### src/sv/address_range_to_cidr_macros.svh
// Assertion helpers for the range-to-prefix block.
// Both sample on the rising edge of clk and are disabled while rst is high.
`ifndef ADDRESS_RANGE_TO_CIDR_MACROS_SVH
`define ADDRESS_RANGE_TO_CIDR_MACROS_SVH

// The consequent must hold in the same cycle as the antecedent.
`define ACIDR_ASSERT_SAME(lbl, ante, cons, msg) \
  lbl: assert property (@(posedge clk) disable iff (rst) (ante) |-> (cons)) \
    else $error(msg);

// The consequent must hold in the cycle after the antecedent.
`define ACIDR_ASSERT_NEXT(lbl, ante, cons, msg) \
  lbl: assert property (@(posedge clk) disable iff (rst) (ante) |=> (cons)) \
    else $error(msg);

`endif

### src/sv/acidr_pkg.sv
`timescale 1ns / 1ps
`default_nettype none

package acidr_pkg;

  localparam int BASE_BITS   = 32;
  localparam int LEN_BITS    = 6;
  localparam int MAX_RESULTS = 62;
  localparam int CNT_BITS    = $clog2(MAX_RESULTS);

  // Commands from the controller to the datapath.
  typedef struct packed {
    logic start;       // load cursor and span from the incoming word
    logic size;        // register the size of the next prefix
    logic emit;        // load the output register and advance the cursor
    logic load_err;    // load the output register with the error word
    logic force_last;  // the result limit has been reached
  } acidr_cmd_t;

  // Status from the datapath to the controller.
  typedef struct packed {
    logic err;   // incoming range is inverted
    logic last;  // the sized prefix reaches the end of the range
  } acidr_stat_t;

endpackage

`default_nettype wire

### src/sv/acidr_if.sv
`timescale 1ns / 1ps
`default_nettype none

interface acidr_range_if;
  logic        valid;
  logic        ready;
  logic [31:0] range_low;
  logic [31:0] range_high;

  modport source (output valid, output range_low, output range_high, input ready);
  modport sink (input valid, input range_low, input range_high, output ready);
endinterface

interface acidr_prefix_if;
  logic        valid;
  logic        ready;
  logic [31:0] prefix_base;
  logic [5:0]  prefix_length;
  logic        last_prefix;
  logic        range_error;

  modport source (output valid, output prefix_base, output prefix_length,
                  output last_prefix, output range_error, input ready);
  modport sink (input valid, input prefix_base, input prefix_length,
                input last_prefix, input range_error, output ready);
endinterface

`default_nettype wire

### src/sv/address_range_to_cidr.sv
`timescale 1ns / 1ps
`default_nettype none
`include "address_range_to_cidr_macros.svh"

// Splits an inclusive address range into the shortest ascending list of aligned
// prefixes that cover it exactly, one output word per prefix, with last_prefix
// set on the final one. An inverted range (low above high) leaves the block idle
// and yields a single word with range_error and last_prefix set. A valid range
// is split by the size-and-advance loop around the cursor register, which for
// each prefix first finds the largest aligned block and then emits it and steps
// past it, stalling while a word waits in the output register. A range yields
// at most 62 prefixes, and no new range is taken until its last prefix has been
// emitted. A new range is accepted only while the output register is empty or
// its word is taken in that same cycle.
module address_range_to_cidr #(
  parameter int ADDR_BITS = 32
) (
  input wire logic         clk,
  input wire logic         rst,
  acidr_range_if.sink      ranges,
  acidr_prefix_if.source   prefixes
);
  import acidr_pkg::*;

  acidr_cmd_t  cmd;
  acidr_stat_t stat;

  acidr_ctrl u_ctrl (
    .clk       (clk),
    .rst       (rst),
    .in_valid  (ranges.valid),
    .in_ready  (ranges.ready),
    .out_valid (prefixes.valid),
    .out_ready (prefixes.ready),
    .stat      (stat),
    .cmd       (cmd)
  );

  acidr_dp #(
    .ADDR_BITS (ADDR_BITS)
  ) u_dp (
    .clk           (clk),
    .range_low     (ranges.range_low),
    .range_high    (ranges.range_high),
    .cmd           (cmd),
    .stat          (stat),
    .prefix_base   (prefixes.prefix_base),
    .prefix_length (prefixes.prefix_length),
    .last_prefix   (prefixes.last_prefix),
    .range_error   (prefixes.range_error)
  );

  `ACIDR_ASSERT_SAME(a_err_word, prefixes.valid && prefixes.range_error, prefixes.last_prefix && prefixes.prefix_length == 6'd0, "error word must be last and have zero length")
  `ACIDR_ASSERT_NEXT(a_err_follows, ranges.valid && ranges.ready && stat.err, prefixes.valid && prefixes.range_error, "inverted range did not produce an error word")
  `ACIDR_ASSERT_NEXT(a_busy_after_start, cmd.start, !ranges.ready, "new range accepted while one is in progress")
  `ACIDR_ASSERT_NEXT(a_continue, cmd.emit && !stat.last && !cmd.force_last, !ranges.ready && !cmd.emit, "range ended before its last prefix")

endmodule

`default_nettype wire

### src/sv/acidr_ctrl.sv
`timescale 1ns / 1ps
`default_nettype none

module acidr_ctrl (
  input  wire logic               clk,
  input  wire logic               rst,
  input  wire logic               in_valid,
  output logic                    in_ready,
  output logic                    out_valid,
  input  wire logic               out_ready,
  input  wire acidr_pkg::acidr_stat_t stat,
  output acidr_pkg::acidr_cmd_t   cmd
);
  import acidr_pkg::*;

  typedef enum logic [2:0] {
    S_IDLE = 3'b001,
    S_SIZE = 3'b010,
    S_EMIT = 3'b100
  } state_t;

  state_t              state, state_next;
  logic [CNT_BITS-1:0] count, count_next;
  logic                out_valid_next;
  logic                out_hold;
  logic                in_fire;

  // The output register is free when empty or being drained this cycle.
  assign out_hold = out_valid && !out_ready;
  assign in_ready = (state == S_IDLE) && !out_hold;
  assign in_fire  = in_valid && in_ready;

  always_comb begin
    state_next     = state;
    count_next     = count;
    cmd            = '0;
    cmd.force_last = (count == CNT_BITS'(MAX_RESULTS - 1));
    out_valid_next = out_valid && !out_ready;
    unique case (state)
      S_IDLE: begin
        if (in_fire) begin
          if (stat.err) begin
            cmd.load_err   = 1'b1;
            out_valid_next = 1'b1;
          end else begin
            cmd.start  = 1'b1;
            count_next = '0;
            state_next = S_SIZE;
          end
        end
      end
      S_SIZE: begin
        cmd.size   = 1'b1;
        state_next = S_EMIT;
      end
      S_EMIT: begin
        if (!out_hold) begin
          cmd.emit       = 1'b1;
          out_valid_next = 1'b1;
          count_next     = count + 1'b1;
          if (stat.last || cmd.force_last) begin
            state_next = S_IDLE;
          end else begin
            state_next = S_SIZE;
          end
        end
      end
      default: begin
        state_next = S_IDLE;
      end
    endcase
  end

  always_ff @(posedge clk) begin
    if (rst) begin
      state     <= S_IDLE;
      count     <= '0;
      out_valid <= 1'b0;
    end else begin
      state     <= state_next;
      count     <= count_next;
      out_valid <= out_valid_next;
    end
  end

endmodule

`default_nettype wire

### src/sv/acidr_dp.sv
`timescale 1ns / 1ps
`default_nettype none

module acidr_dp #(
  parameter int ADDR_BITS = 32
) (
  input  wire logic                   clk,
  input  wire logic [31:0]            range_low,
  input  wire logic [31:0]            range_high,
  input  wire acidr_pkg::acidr_cmd_t  cmd,
  output acidr_pkg::acidr_stat_t      stat,
  output logic [31:0]                 prefix_base,
  output logic [5:0]                  prefix_length,
  output logic                        last_prefix,
  output logic                        range_error
);
  import acidr_pkg::*;

  localparam int KW = $clog2(ADDR_BITS + 1);
  localparam int LW = (KW > LEN_BITS) ? KW : LEN_BITS;

  logic [ADDR_BITS-1:0] lo, hi;
  logic [ADDR_BITS-1:0] cursor;
  // Number of addresses still to cover, which can be the whole space.
  logic [ADDR_BITS:0]   span;
  logic [KW-1:0]        best_k;
  logic [KW-1:0]        align_k, size_k;
  logic [ADDR_BITS:0]   blk;
  logic [ADDR_BITS-1:0] step;
  logic [LW-1:0]        len_full;

  assign lo = ADDR_BITS'(range_low);
  assign hi = ADDR_BITS'(range_high);

  // Alignment limit: trailing zeros of the cursor, the whole width at zero.
  always_comb begin
    align_k = KW'(ADDR_BITS);
    for (int i = ADDR_BITS - 1; i >= 0; i--) begin
      if (cursor[i]) align_k = KW'(i);
    end
  end

  // Size limit: position of the leading one of the remaining span.
  always_comb begin
    size_k = '0;
    for (int i = 0; i <= ADDR_BITS; i++) begin
      if (span[i]) size_k = KW'(i);
    end
  end

  assign blk      = (ADDR_BITS + 1)'(1) << best_k;
  assign step     = ADDR_BITS'(1) << best_k;
  assign len_full = LW'(ADDR_BITS) - LW'(best_k);

  assign stat.err  = lo > hi;
  assign stat.last = (span == blk);

  always_ff @(posedge clk) begin
    if (cmd.start) begin
      cursor <= lo;
      span   <= {1'b0, hi} - {1'b0, lo} + (ADDR_BITS + 1)'(1);
    end
    if (cmd.size) begin
      best_k <= (align_k < size_k) ? align_k : size_k;
    end
    if (cmd.emit) begin
      prefix_base   <= BASE_BITS'(cursor);
      prefix_length <= len_full[LEN_BITS-1:0];
      last_prefix   <= stat.last || cmd.force_last;
      range_error   <= 1'b0;
      cursor        <= cursor + step;
      span          <= span - blk;
    end
    if (cmd.load_err) begin
      prefix_base   <= '0;
      prefix_length <= '0;
      last_prefix   <= 1'b1;
      range_error   <= 1'b1;
    end
  end

endmodule

`default_nettype wire

### src/flat_wrapper.sv
// flat-port wrapper written by rule: the top's interface ports become plain ports
module address_range_to_cidr_flat import acidr_pkg::*;
#(
  parameter int ADDR_BITS = 32
)
  (clk, rst, ranges_valid, ranges_range_low, ranges_range_high, ranges_ready, prefixes_valid, prefixes_prefix_base, prefixes_prefix_length, prefixes_last_prefix, prefixes_range_error, prefixes_ready);
  acidr_range_if ranges_i ();
  acidr_prefix_if prefixes_i ();
  input wire logic clk;
  input wire logic rst;
  input wire logic [$bits(ranges_i.valid)-1:0] ranges_valid;
  input wire logic [$bits(ranges_i.range_low)-1:0] ranges_range_low;
  input wire logic [$bits(ranges_i.range_high)-1:0] ranges_range_high;
  output wire logic [$bits(ranges_i.ready)-1:0] ranges_ready;
  output wire logic [$bits(prefixes_i.valid)-1:0] prefixes_valid;
  output wire logic [$bits(prefixes_i.prefix_base)-1:0] prefixes_prefix_base;
  output wire logic [$bits(prefixes_i.prefix_length)-1:0] prefixes_prefix_length;
  output wire logic [$bits(prefixes_i.last_prefix)-1:0] prefixes_last_prefix;
  output wire logic [$bits(prefixes_i.range_error)-1:0] prefixes_range_error;
  input wire logic [$bits(prefixes_i.ready)-1:0] prefixes_ready;
  assign ranges_i.valid = ranges_valid;
  assign ranges_i.range_low = ranges_range_low;
  assign ranges_i.range_high = ranges_range_high;
  assign ranges_ready = ranges_i.ready;
  assign prefixes_valid = prefixes_i.valid;
  assign prefixes_prefix_base = prefixes_i.prefix_base;
  assign prefixes_prefix_length = prefixes_i.prefix_length;
  assign prefixes_last_prefix = prefixes_i.last_prefix;
  assign prefixes_range_error = prefixes_i.range_error;
  assign prefixes_i.ready = prefixes_ready;
  address_range_to_cidr #(.ADDR_BITS(ADDR_BITS)) u_core (.clk(clk), .rst(rst), .ranges(ranges_i), .prefixes(prefixes_i));
endmodule
### config.mk
export PLATFORM = sky130hd
export DESIGN_NAME = address_range_to_cidr_flat
export DESIGN_NICKNAME = d
export VERILOG_FILES = /design/src/sv/acidr_pkg.sv /design/src/sv/acidr_if.sv /design/src/sv/address_range_to_cidr.sv /design/src/sv/acidr_ctrl.sv /design/src/sv/acidr_dp.sv /design/src/flat_wrapper.sv
export VERILOG_INCLUDE_DIRS = /design/src /design/src/sv
export SDC_FILE = /design/constraint.sdc
export NUM_CORES = 1
export LEC_CHECK = 0
export ABC_AREA = 0
export BUFFER_PORTS_ARGS = -buffer_cell sky130_fd_sc_hd__buf_2
export CAP_MARGIN = 40
export CORE_MARGIN = 8
export CORE_UTILIZATION = 56
export CTS_CLUSTER_SIZE = 28
export DETAILED_ROUTE_END_ITERATION = 10
export MAX_ROUTING_LAYER = met4
export PLACE_DENSITY = 0.79
export SYNTH_ARGS = -nofsm -noshare
export SYNTH_HDL_FRONTEND = slang
export SYNTH_SLANG_ARGS = --single-unit
### constraint.sdc
create_clock -name clk -period 3.9 [get_ports clk]
set_input_delay 0.39 -clock clk [delete_from_list [all_inputs] [get_ports clk]]
set_output_delay 0.39 -clock clk [all_outputs]
set_load 0.02 [all_outputs]
==> results of run 1 <==
[per-layer routing]
| layer | part of all wire (%) | track usage [%] | wire length [um] |
|---|---|---|---|
| met5 | 0 | - | 0 |
| met2 | 44 | 39.46 | 14950 |
| met3 | 7.6 | 5.013 | 2552 |
| met1 | 46 | 34.16 | 15370 |
| met4 | 2.5 | 8.581 | 852 |
[timing repair]
item	4_1_cts	5_1_grt
pin swaps	3	24
buffers inserted	0	10
endpoints found under the setup margin	8	26
gates cloned	0	0
resized for setup	7	44
hold buffers	0	0
[final cells by class]
type	instances	area [um^2]
multi-input cells	1153	8056
fillers	1722	6584
repair buffers	177	1105
diodes	1	2.502
well taps	270	337.8
inverters	136	510.5
clock inverters	12	81.33
clock buffers	20	489.2
flip-flops and latches	121	3133
[registers in the layout (all words and copies together) (netlist names), 3 cells and up]
name                       cells
u_core.u_ctrl.count            6
u_core.u_ctrl.state            3
u_core.u_dp.best_k             6
u_core.u_dp.cursor            32
u_core.u_dp.prefix_base       32
u_core.u_dp.prefix_length      6
u_core.u_dp.span              33
[cell families (layout without fill, tap and decap cells)]
family | after synthesis | after routing | share of synthesized area, %
buf+inv | 172 | 345 | 5.556
compound gates | 418 | 418 | 22.99
flops | 121 | 121 | 26.96
simple gates | 470 | 470 | 18.62
xor+xnor | 84 | 84 | 6.331
mux | 7 | 7 | 0.6245
fa+ha+maj | 174 | 174 | 18.93
other cells | 0 | 1 | 0
[stage by stage]
| step | hold WS (ns) | setup slack, ns | setup TNS, ns |
|---|---|---|---|
| finish | 0.1868 | 0.04047 | 0 |
| global route | 0.2065 | -0.1834 | -0.9210 |
| CTS | 0.1773 | 0.005616 | 0 |
| detailed placement | 0.4395 | -0.09178 | -0.3334 |
| global placement | 0.4298 | 0.02217 | 0 |
| floorplan | 0.4167 | 0.1472 | 0 |
[synth_stat cells, types with 28 or more instances]
| cell type | n | area (um^2) |
|---|---|---|
| a21o_1 | 60 | 450.4 |
| a21oi_1 | 136 | 680.7 |
| clkbuf_1 | 34 | 127.6 |
| dfxtp_1 | 50 | 1001 |
| edfxtp_1 | 71 | 2132 |
| ha_1 | 171 | 2140 |
| inv_1 | 136 | 510.5 |
| nand2_1 | 202 | 758.2 |
| nand3_1 | 28 | 140.1 |
| nor2_1 | 90 | 337.8 |
| nor3_1 | 30 | 150.1 |
| o21ai_0 | 89 | 445.4 |
| xnor2_1 | 46 | 402.9 |
| xor2_1 | 38 | 332.8 |
[report_power, final]
| group | switching, mW | total (mW) | internal, mW |
|---|---|---|---|
| Combinational | 0.741 | 1.31 | 0.568 |
| Sequential | 0.0994 | 1.57 | 1.47 |
| Clock | 0.628 | 1.54 | 0.909 |
| Total | 1.47 | 4.42 | 2.95 |
[how the worst max path moves through the flow]
stage	endpoint	cells after the start	slack, ns	startpoint
after floorplan	u_core.u_dp.span[20]	18	0.15	u_core.u_dp.best_k[2]
after global placement	u_core.u_dp.span[20]	18	0.02	u_core.u_dp.best_k[0]
after detailed placement	u_core.u_dp.cursor[30]	21	-0.09	u_core.u_dp.best_k[1]
after CTS	u_core.u_dp.cursor[31]	18	0.006	u_core.u_dp.best_k[1]
after global routing	u_core.u_dp.cursor[30]	17	-0.18	u_core.u_dp.best_k[5]
final	u_core.u_dp.cursor[31]	18	0.04	u_core.u_dp.best_k[4]
==> run metrics, run 1 <==
Die Ht around 160 um; CP top delay family compound AO/OA/AOI/OAI gates; Syn Inst Count 1446; Mapped Area ~12000 um^2; syn nets about 1700; RSZ-0062 raised after global routing true; DR vias 11118; Pre-antenna DRT Iters 5; initial DRC count ~910; crit end category flop; WL/cell between 15 and 20 um; Leakage Power between 6 and 7 nW; clock sink total around 120; Avg Cell Area, Syn 8.037 um^2; GPL Wtd Cong between 0.9 and 1; Worst-path clk slew 0.06 ns; Bufs on Longest Clock Path 2; synth warn 0; reg2reg end u_core.u_dp.cursor[31]; IO Pins 110; status complete, no violations; worst-path fanout max 6; H-Tree Depth 4; hold crit path type input pin to flop; drt drc 0; Setup-failing EPs final 0; CP Cell Sequence buf_4 -> buf_4 -> nand2b_1 -> nor2_2 -> nand3_1 -> inv_1 -> ha_1 -> a21o_1 -> a21oi_1 -> o21ba_2 -> o21bai_1 -> a21oi_1 -> or3b_1 -> a21o_1 -> a21oi_2 -> o21ai_2 -> xnor2_1 -> o21ai_1; FP Rows between 50 and 60; initial antenna violation count 1; CP max stage delay 0.53 ns; Critical Path Slowest Stage Cell edfxtp_1; Design Area, Final 13720 um^2; Min Clock Period, post-route approximately 3.9 ns; RR Startpoint u_core.u_dp.best_k[4]; Starting Density 57.25%; hold endpoint u_core.u_ctrl.out_valid; most common cell after layout, fill and taps aside nand2_1; CP required between 4 and 5 ns; Clock Latency Late Sink ~0.43 ns; worst hold start rst; Setup Skew approximately 0.0067 ns; Area Overhead vs Synth 18.02%; Max-cap violations 0; CTS Root Cell clkbuf_16; Max-slew headroom between 40% and 50%; pwr dens 322.2 nW/um^2; fin cells 1890; DP HPWL ~26000 um; CTS tree yes; Total Power between 4 and 5 mW; # nets final between 1500 and 2000; vias per cell about 6; vias in the first global route between 10000 and 15000; final hold vios 0; CP arrival around 4.0 ns; Core Area a little over 20000 um^2; Async SR Flop Fraction 0%; EDFF count, synth 71; TritonCTS Buffers 17; Crit Path Class flop to flop; final worst-path cycle share 98.96%; worst-margin pin slew around 0.8 ns; die area roughly 26000 um^2; share of cells above drive strength 1 16.68%; global-route wire length before repair roughly 53000 um; area post-placement between 10000 and 15000 um^2; sequential element share of the synthesized area approximately 27%; largest net degree at the start of global routing 83; total congestion overflow 0; worst r2r path cells 18; worst path bufs/invs 3; DIE WIDTH 160.1 um; FF+latch count, synth about 120; fmax around 0.26 GHz; placed insts 1847; Hold Crit Depth 2; final core occ around two thirds; IO buf count approximately 110; Slew Limit Fails 0; ANT nets after route 0; Critical Path Start Type flop; count of different cell masters after synthesis 70; Detailed Route WL between 30000 and 40000 um; flop2flop setup slack about 0.040 ns; GR Util All Layers about 26%; VDD IR max ~0.25 mV; most frequent cells in the layout nand2_1, ha_1, inv_1, a21oi_1, buf_2; Post-synth top flop edfxtp_1
Power figures use the tool's default switching activity.
==> inputs of run 2 (changes only) <==
- PLACE_DENSITY: 0.79 -> 0.89
==> run 2 against run 1 <==
Net effect: combinational power is essentially flat; final cell count rose by 0.11%; largest power group is now the clock network; critical endpoint unchanged; total power rose by 3.6%; clock-buffer cell count up 1; highest routed layer unchanged; worst hold slack improved by 0.014 ns; core utilization rose by 0.99 points.
==> run metrics, run 2 (synthesized netlist as in run 1, its figures left out) <==
global-route wire length before repair 53170 um; IO buf count ~110; Most flops, register u_core.u_dp.span; Final WS setup 0.03745 ns; Bufs on Longest Clock Path 2; most frequent cells in the layout nand2_1, ha_1, inv_1, a21oi_1, buf_2; Critical Path Start Type flop; internal power component 3.105 mW; total congestion overflow 0; part of the power in registers 34.6%; Setup Skew around 0.0091 ns; share of cells above drive strength 1 17.83%; Worst-path clk slew around 0.06 ns; Fillers 1614; Setup-failing EPs final 0; GR Util All Layers 25.88%; CTS tree yes; reg2reg end u_core.u_dp.cursor[31]; Max-slew headroom a little over half; # nets final around 1900; most common cell after layout, fill and taps aside nand2_1; drt drc 0; RR Startpoint u_core.u_dp.best_k[4]; initial antenna violation count 1; Setup WS pre-CTS -0.09958 ns; Clock Latency Late Sink ~0.43 ns; Leakage Power 6.688 nW; Critical Path Slowest Stage Cell edfxtp_1; hold crit path type input pin to flop; largest net degree at the start of global routing 73; power share of the clock group between 30% and 40%; H-Tree Depth 4; CP required slightly above 4 ns; vias per cell just over 6; initial DRC count approximately 1200; vias in the first global route between 10000 and 15000; placed insts between 1500 and 2000; Detailed Route WL ~35000 um; RSZ-0062 raised after global routing true; flop2flop setup slack 0.04 ns; DP HPWL ~26000 um; Gate power share around 29%; DIE WIDTH 160.1 um; largest registers u_core.u_dp.span (33), u_core.u_dp.cursor (32), u_core.u_dp.prefix_base (32); Crit Path Class flop to flop; Switch Pwr 1.475 mW; worst r2r path cells 17; status complete, no violations; worst path bufs/invs 3; TritonCTS Buffers 17; Core Area slightly above 20000 um^2; Pre-antenna DRT Iters 6; final hold vios 0; IO Pins 110; CP Cell Sequence buf_6 -> buf_4 -> nor3_2 -> nand3_1 -> inv_1 -> ha_1 -> o21a_1 -> o2111ai_2 -> a221oi_2 -> a41oi_2 -> a2111oi_2 -> or3b_1 -> a21o_1 -> a21oi_2 -> o21ai_2 -> xnor2_1 -> o21ai_1; Starting Density 57.25%; DR vias around 11000; CTS Root Cell clkbuf_16; Max-cap violations 0; worst hold start rst; hold endpoint u_core.u_ctrl.out_valid; CP arrival roughly 4.0 ns; fmax ~0.26 GHz; Slew Limit Fails 0; CP max stage delay 0.46 ns; ANT nets after route 0; worst-margin pin slew a little under 0.7 ns; Hold Crit Depth 2; FP Rows 52; final worst-path cycle share 99.04%; GPL Wtd Cong roughly 1.0; pwr dens around 330 nW/um^2; Die Ht approximately 160 um; die area ~26000 um^2; fin cells approximately 1900; WL/cell approximately 18 um; Area Overhead vs Synth 19.76%; VDD IR max about 0.27 mV; crit end category flop; max reg flops 33; clock sink total about 120; worst-path fanout max 3; Min Clock Period, post-route around 3.9 ns; switching part of the total between 30% and 40%; CP top delay family compound AO/OA/AOI/OAI gates
[run 2: per-stage QoR]
step / TNS (ns) / hold slack, ns / utilization (%) / power, mW / area, um^2
global placement: 0 / 0.4285 / 63.09 / 2.798 / 12810
finish: 0 / 0.2010 / 68.56 / 4.580 / 13920
global route: -0.5527 / 0.1919 / 68.56 / 4.770 / 13920
detailed placement: -0.2077 / 0.4374 / 63.23 / 2.838 / 12830
CTS: -0.01316 / 0.1816 / 66.64 / 4.522 / 13530
floorplan: 0 / 0.4167 / - / 2.471 / 11620
[run 2: power groups by stage]
stage	Combinational [mW]	Sequential, mW	Clock, mW
after floorplan	0.902	1.57	0
after global placement	1.20	1.60	0
after detailed placement	1.24	1.60	0
after CTS	1.26	1.57	1.69
after global routing	1.44	1.59	1.74
final	1.31	1.58	1.69
[run 2: repair_timing]
action,4_1_cts,5_1_grt
gates resized for setup,6,72
hold buffers,0,0
buffers inserted,4,11
pin swaps,4,46
cloned,0,0
endpoints found under the setup margin,14,32
[run 2: area by class of cell]
class,instances,area [um^2],area share (%)
diodes,1,2.502,0.01798
multi-input cells,1153,8185,58.82
clock inverters,11,127.6,0.9170
clock buffers,21,503.0,3.614
inverters,136,513.0,3.686
repair buffers,179,1115,8.010
flip-flops and latches,121,3133,22.51
well taps,270,337.8,2.427
[run 2: worst register-to-register path: cells and delay by family (launching register included)]
family | cells | cell delay [ns]
compound gates | 9 | 1.53
xor+xnor | 1 | 0.15
fa+ha+maj | 1 | 0.26
buf+inv | 3 | 0.42
flops | 1 | 0.46
simple gates | 3 | 0.80
[run 2: per-layer routing]
layer  wire length (um)  part of all wire (%)  track usage, %  vias to the layer above
met3               2831                   8.2           3.882                       81
met1              14680                    42           33.12                     5369
met5                  0                     0               -                        -
met2              16130                    47           40.91                      518
met4                981                   2.8           9.431                        0
li1                   -                     -               -                     5453
[run 2: worst max-delay path by stage]
| stage | slack (ns) | cells after the start | from | endpoint |
|---|---|---|---|---|
| 6_report | 0.04 | 17 | u_core.u_dp.best_k[4] | u_core.u_dp.cursor[31] |
| 5_1_grt | -0.08 | 17 | u_core.u_dp.best_k[4] | u_core.u_dp.cursor[31] |
| 4_1_cts | -0.01 | 15 | u_core.u_dp.best_k[5] | u_core.u_dp.span[27] |
| 3_5_place_dp | -0.1 | 21 | u_core.u_dp.best_k[0] | u_core.u_dp.cursor[30] |
| 3_3_place_gp | 0.03 | 20 | u_core.u_dp.best_k[0] | u_core.u_dp.cursor[24] |
| 2_1_floorplan | 0.15 | 18 | u_core.u_dp.best_k[2] | u_core.u_dp.span[20] |
==> inputs of run 3 (changes only) <==
- BUFFER_PORTS_ARGS: -buffer_cell sky130_fd_sc_hd__buf_2 -> -buffer_cell sky130_fd_sc_hd__buf_4
- CORE_UTILIZATION: 56 -> 29
- PLACE_DENSITY: 0.89 -> 0.55
- clock period: 3.9 -> 4.2 ns (I/O delays scaled with it)
==> run 3 against run 2 <==
Net effect: non-clock buffer count is 44 lower; die area is 82% higher; combinational power is 9% lower; maximum frequency is 2.4% lower.
==> run metrics, run 3 (synthesized netlist as in run 1, its figures left out) <==
status complete, no violations; largest registers u_core.u_dp.span (33), u_core.u_dp.cursor (32), u_core.u_dp.prefix_base (32); # nets final approximately 1800; FP Rows 73; pwr dens around 300 nW/um^2; CTS Root Cell clkbuf_16; hold crit path type input pin to flop; initial antenna violation count 0; Setup-failing EPs final 0; RSZ-0062 raised after global routing false; GR Util All Layers between 10% and 20%; die area roughly 47000 um^2; CP required approximately 4.4 ns; Max-slew headroom between 40% and 50%; final hold vios 0; ant diodes 0; setup_tns 0 ns; H-Tree Depth 4; worst-margin pin slew 0.7555 ns; total congestion overflow 0; share of cells above drive strength 1 between 10% and 20%; Core Area a little under 40000 um^2; drt drc 0; Max-cap violations 0; Setup WS pre-CTS ~0.031 ns; Area Overhead vs Synth 19.92%; IO Pins 110; internal power component around 2.8 mW; vias in the first global route between 10000 and 15000; Min Clock Period, post-route between 3 and 4 ns; Setup Skew 0.01018 ns; vias per cell between 5 and 6; final worst-path cycle share ~94%; max reg flops 33; Detailed Route WL between 30000 and 40000 um; clock sink total roughly 120; part of the power in registers 34.8%; Design Area, Final roughly 14000 um^2; WL/cell about 17 um; crit end category flop; VDD IR max around 0.27 mV; CP arrival between 4 and 5 ns; Worst-path clk slew 0.06 ns; TritonCTS Buffers 17; Total Power ~4.2 mW; DR vias between 10000 and 15000; Slew Limit Fails 0; ANT nets after route 0; initial DRC count approximately 600; Final WS setup between 0.2 and 0.25 ns; Clock Latency Late Sink ~0.43 ns; Crit Path Class flop to flop; worst-path fanout max 4; Leakage Power approximately 6.5 nW; fmax around 0.25 GHz; IO buf count roughly 110; Switch Pwr 1.372 mW; CTS tree yes; largest net degree at the start of global routing 91; Pre-antenna DRT Iters 7; Gate power share between 20 and 30%; Starting Density between 20 and 30%; Critical Path Start Type flop; most frequent cells in the layout nand2_1, ha_1, inv_1, a21oi_1, buf_4; flop2flop setup slack 0.24 ns; Bufs on Longest Clock Path 2; GPL Wtd Cong about 0.89; switching part of the total 32.56%; DIE WIDTH about 220 um; hold_buf cts 0; global-route wire length before repair approximately 57000 um; area post-placement roughly 13000 um^2; power share of the clock group 37.0%; Most flops, register u_core.u_dp.span; most common cell after layout, fill and taps aside nand2_1; DP HPWL slightly below 30000 um; Die Ht roughly 220 um
-- run 3: through the flow --
stage | cells | utilization (%) | hold WS, ns
after floorplan | 1446 | - | 0.4167
after global placement | 2067 | 33.29 | 0.4352
after detailed placement | 2067 | 33.29 | 0.4383
after CTS | 2099 | 34.90 | 0.1757
after global routing | 2102 | 35.16 | 0.1875
final | 2102 | 35.16 | 0.1950
-- run 3: power by group through the flow --
| stage | Sequential (mW) | Combinational (mW) | Clock (mW) |
|---|---|---|---|
| after floorplan | 1.46 | 0.837 | 0 |
| after global placement | 1.49 | 1.15 | 0 |
| after detailed placement | 1.49 | 1.16 | 0 |
| after CTS | 1.47 | 1.17 | 1.59 |
| after global routing | 1.48 | 1.33 | 1.64 |
| final | 1.47 | 1.19 | 1.56 |
-- run 3: final cells by class --
class,count,area [um^2]
Clock inverter,9,66.31
Tap cell,525,656.9
Sequential cell,121,3133
Fill cell,4224,25700
Multi-Input combinational cell,1153,7954
Inverter,136,510.5
Timing Repair Buffer,135,1051
Clock buffer,23,564.3
-- run 3: repair_timing --
| action | in CTS | in global routing |
|---|---|---|
| pin swaps | 0 | 5 |
| endpoints found under the setup margin | 2 | 13 |
| resized for setup | 1 | 18 |
| setup buffers | 0 | 3 |
| hold endpoints to repair | 0 | 0 |
-- run 3: path summary, 6_finish.rpt --
kind                            cells past startpoint                 endpoint                   start
worst max-delay path                               18     u_core.u_dp.span[20]   u_core.u_dp.best_k[0]
worst min-delay path                                2  u_core.u_ctrl.out_valid                     rst
worst max register to register                     18     u_core.u_dp.span[20]   u_core.u_dp.best_k[0]
worst min register to register                      1   u_core.u_ctrl.state[1]  u_core.u_ctrl.state[1]
-- run 3: layer usage --
layer  wire [um]  GRT usage [%]  vias to the layer above
met2       15780          23.65                      241
li1            -              -                     5376
met4         488          3.652                        0
met1       18510          22.24                     4941
met5           0              -                        -
met3        1424          1.393                       33
-- run 3: critical path: stages, from the launching register on --
cell	delay (ns)
edfxtp_1	0.39
inv_1	0.11
ha_2	0.21
ha_2	0.20
nand2b_1	0.12
nor3_4	0.19
ha_2	0.23
fa_2	0.21
nor2b_1	0.05
o21a_1	0.18
o211ai_1	0.34
a31oi_2	0.18
o31ai_2	0.27
buf_4	0.18
o21bai_1	0.10
a221o_1	0.35
a21oi_2	0.16
xor2_1	0.16
o21ai_0	0.08
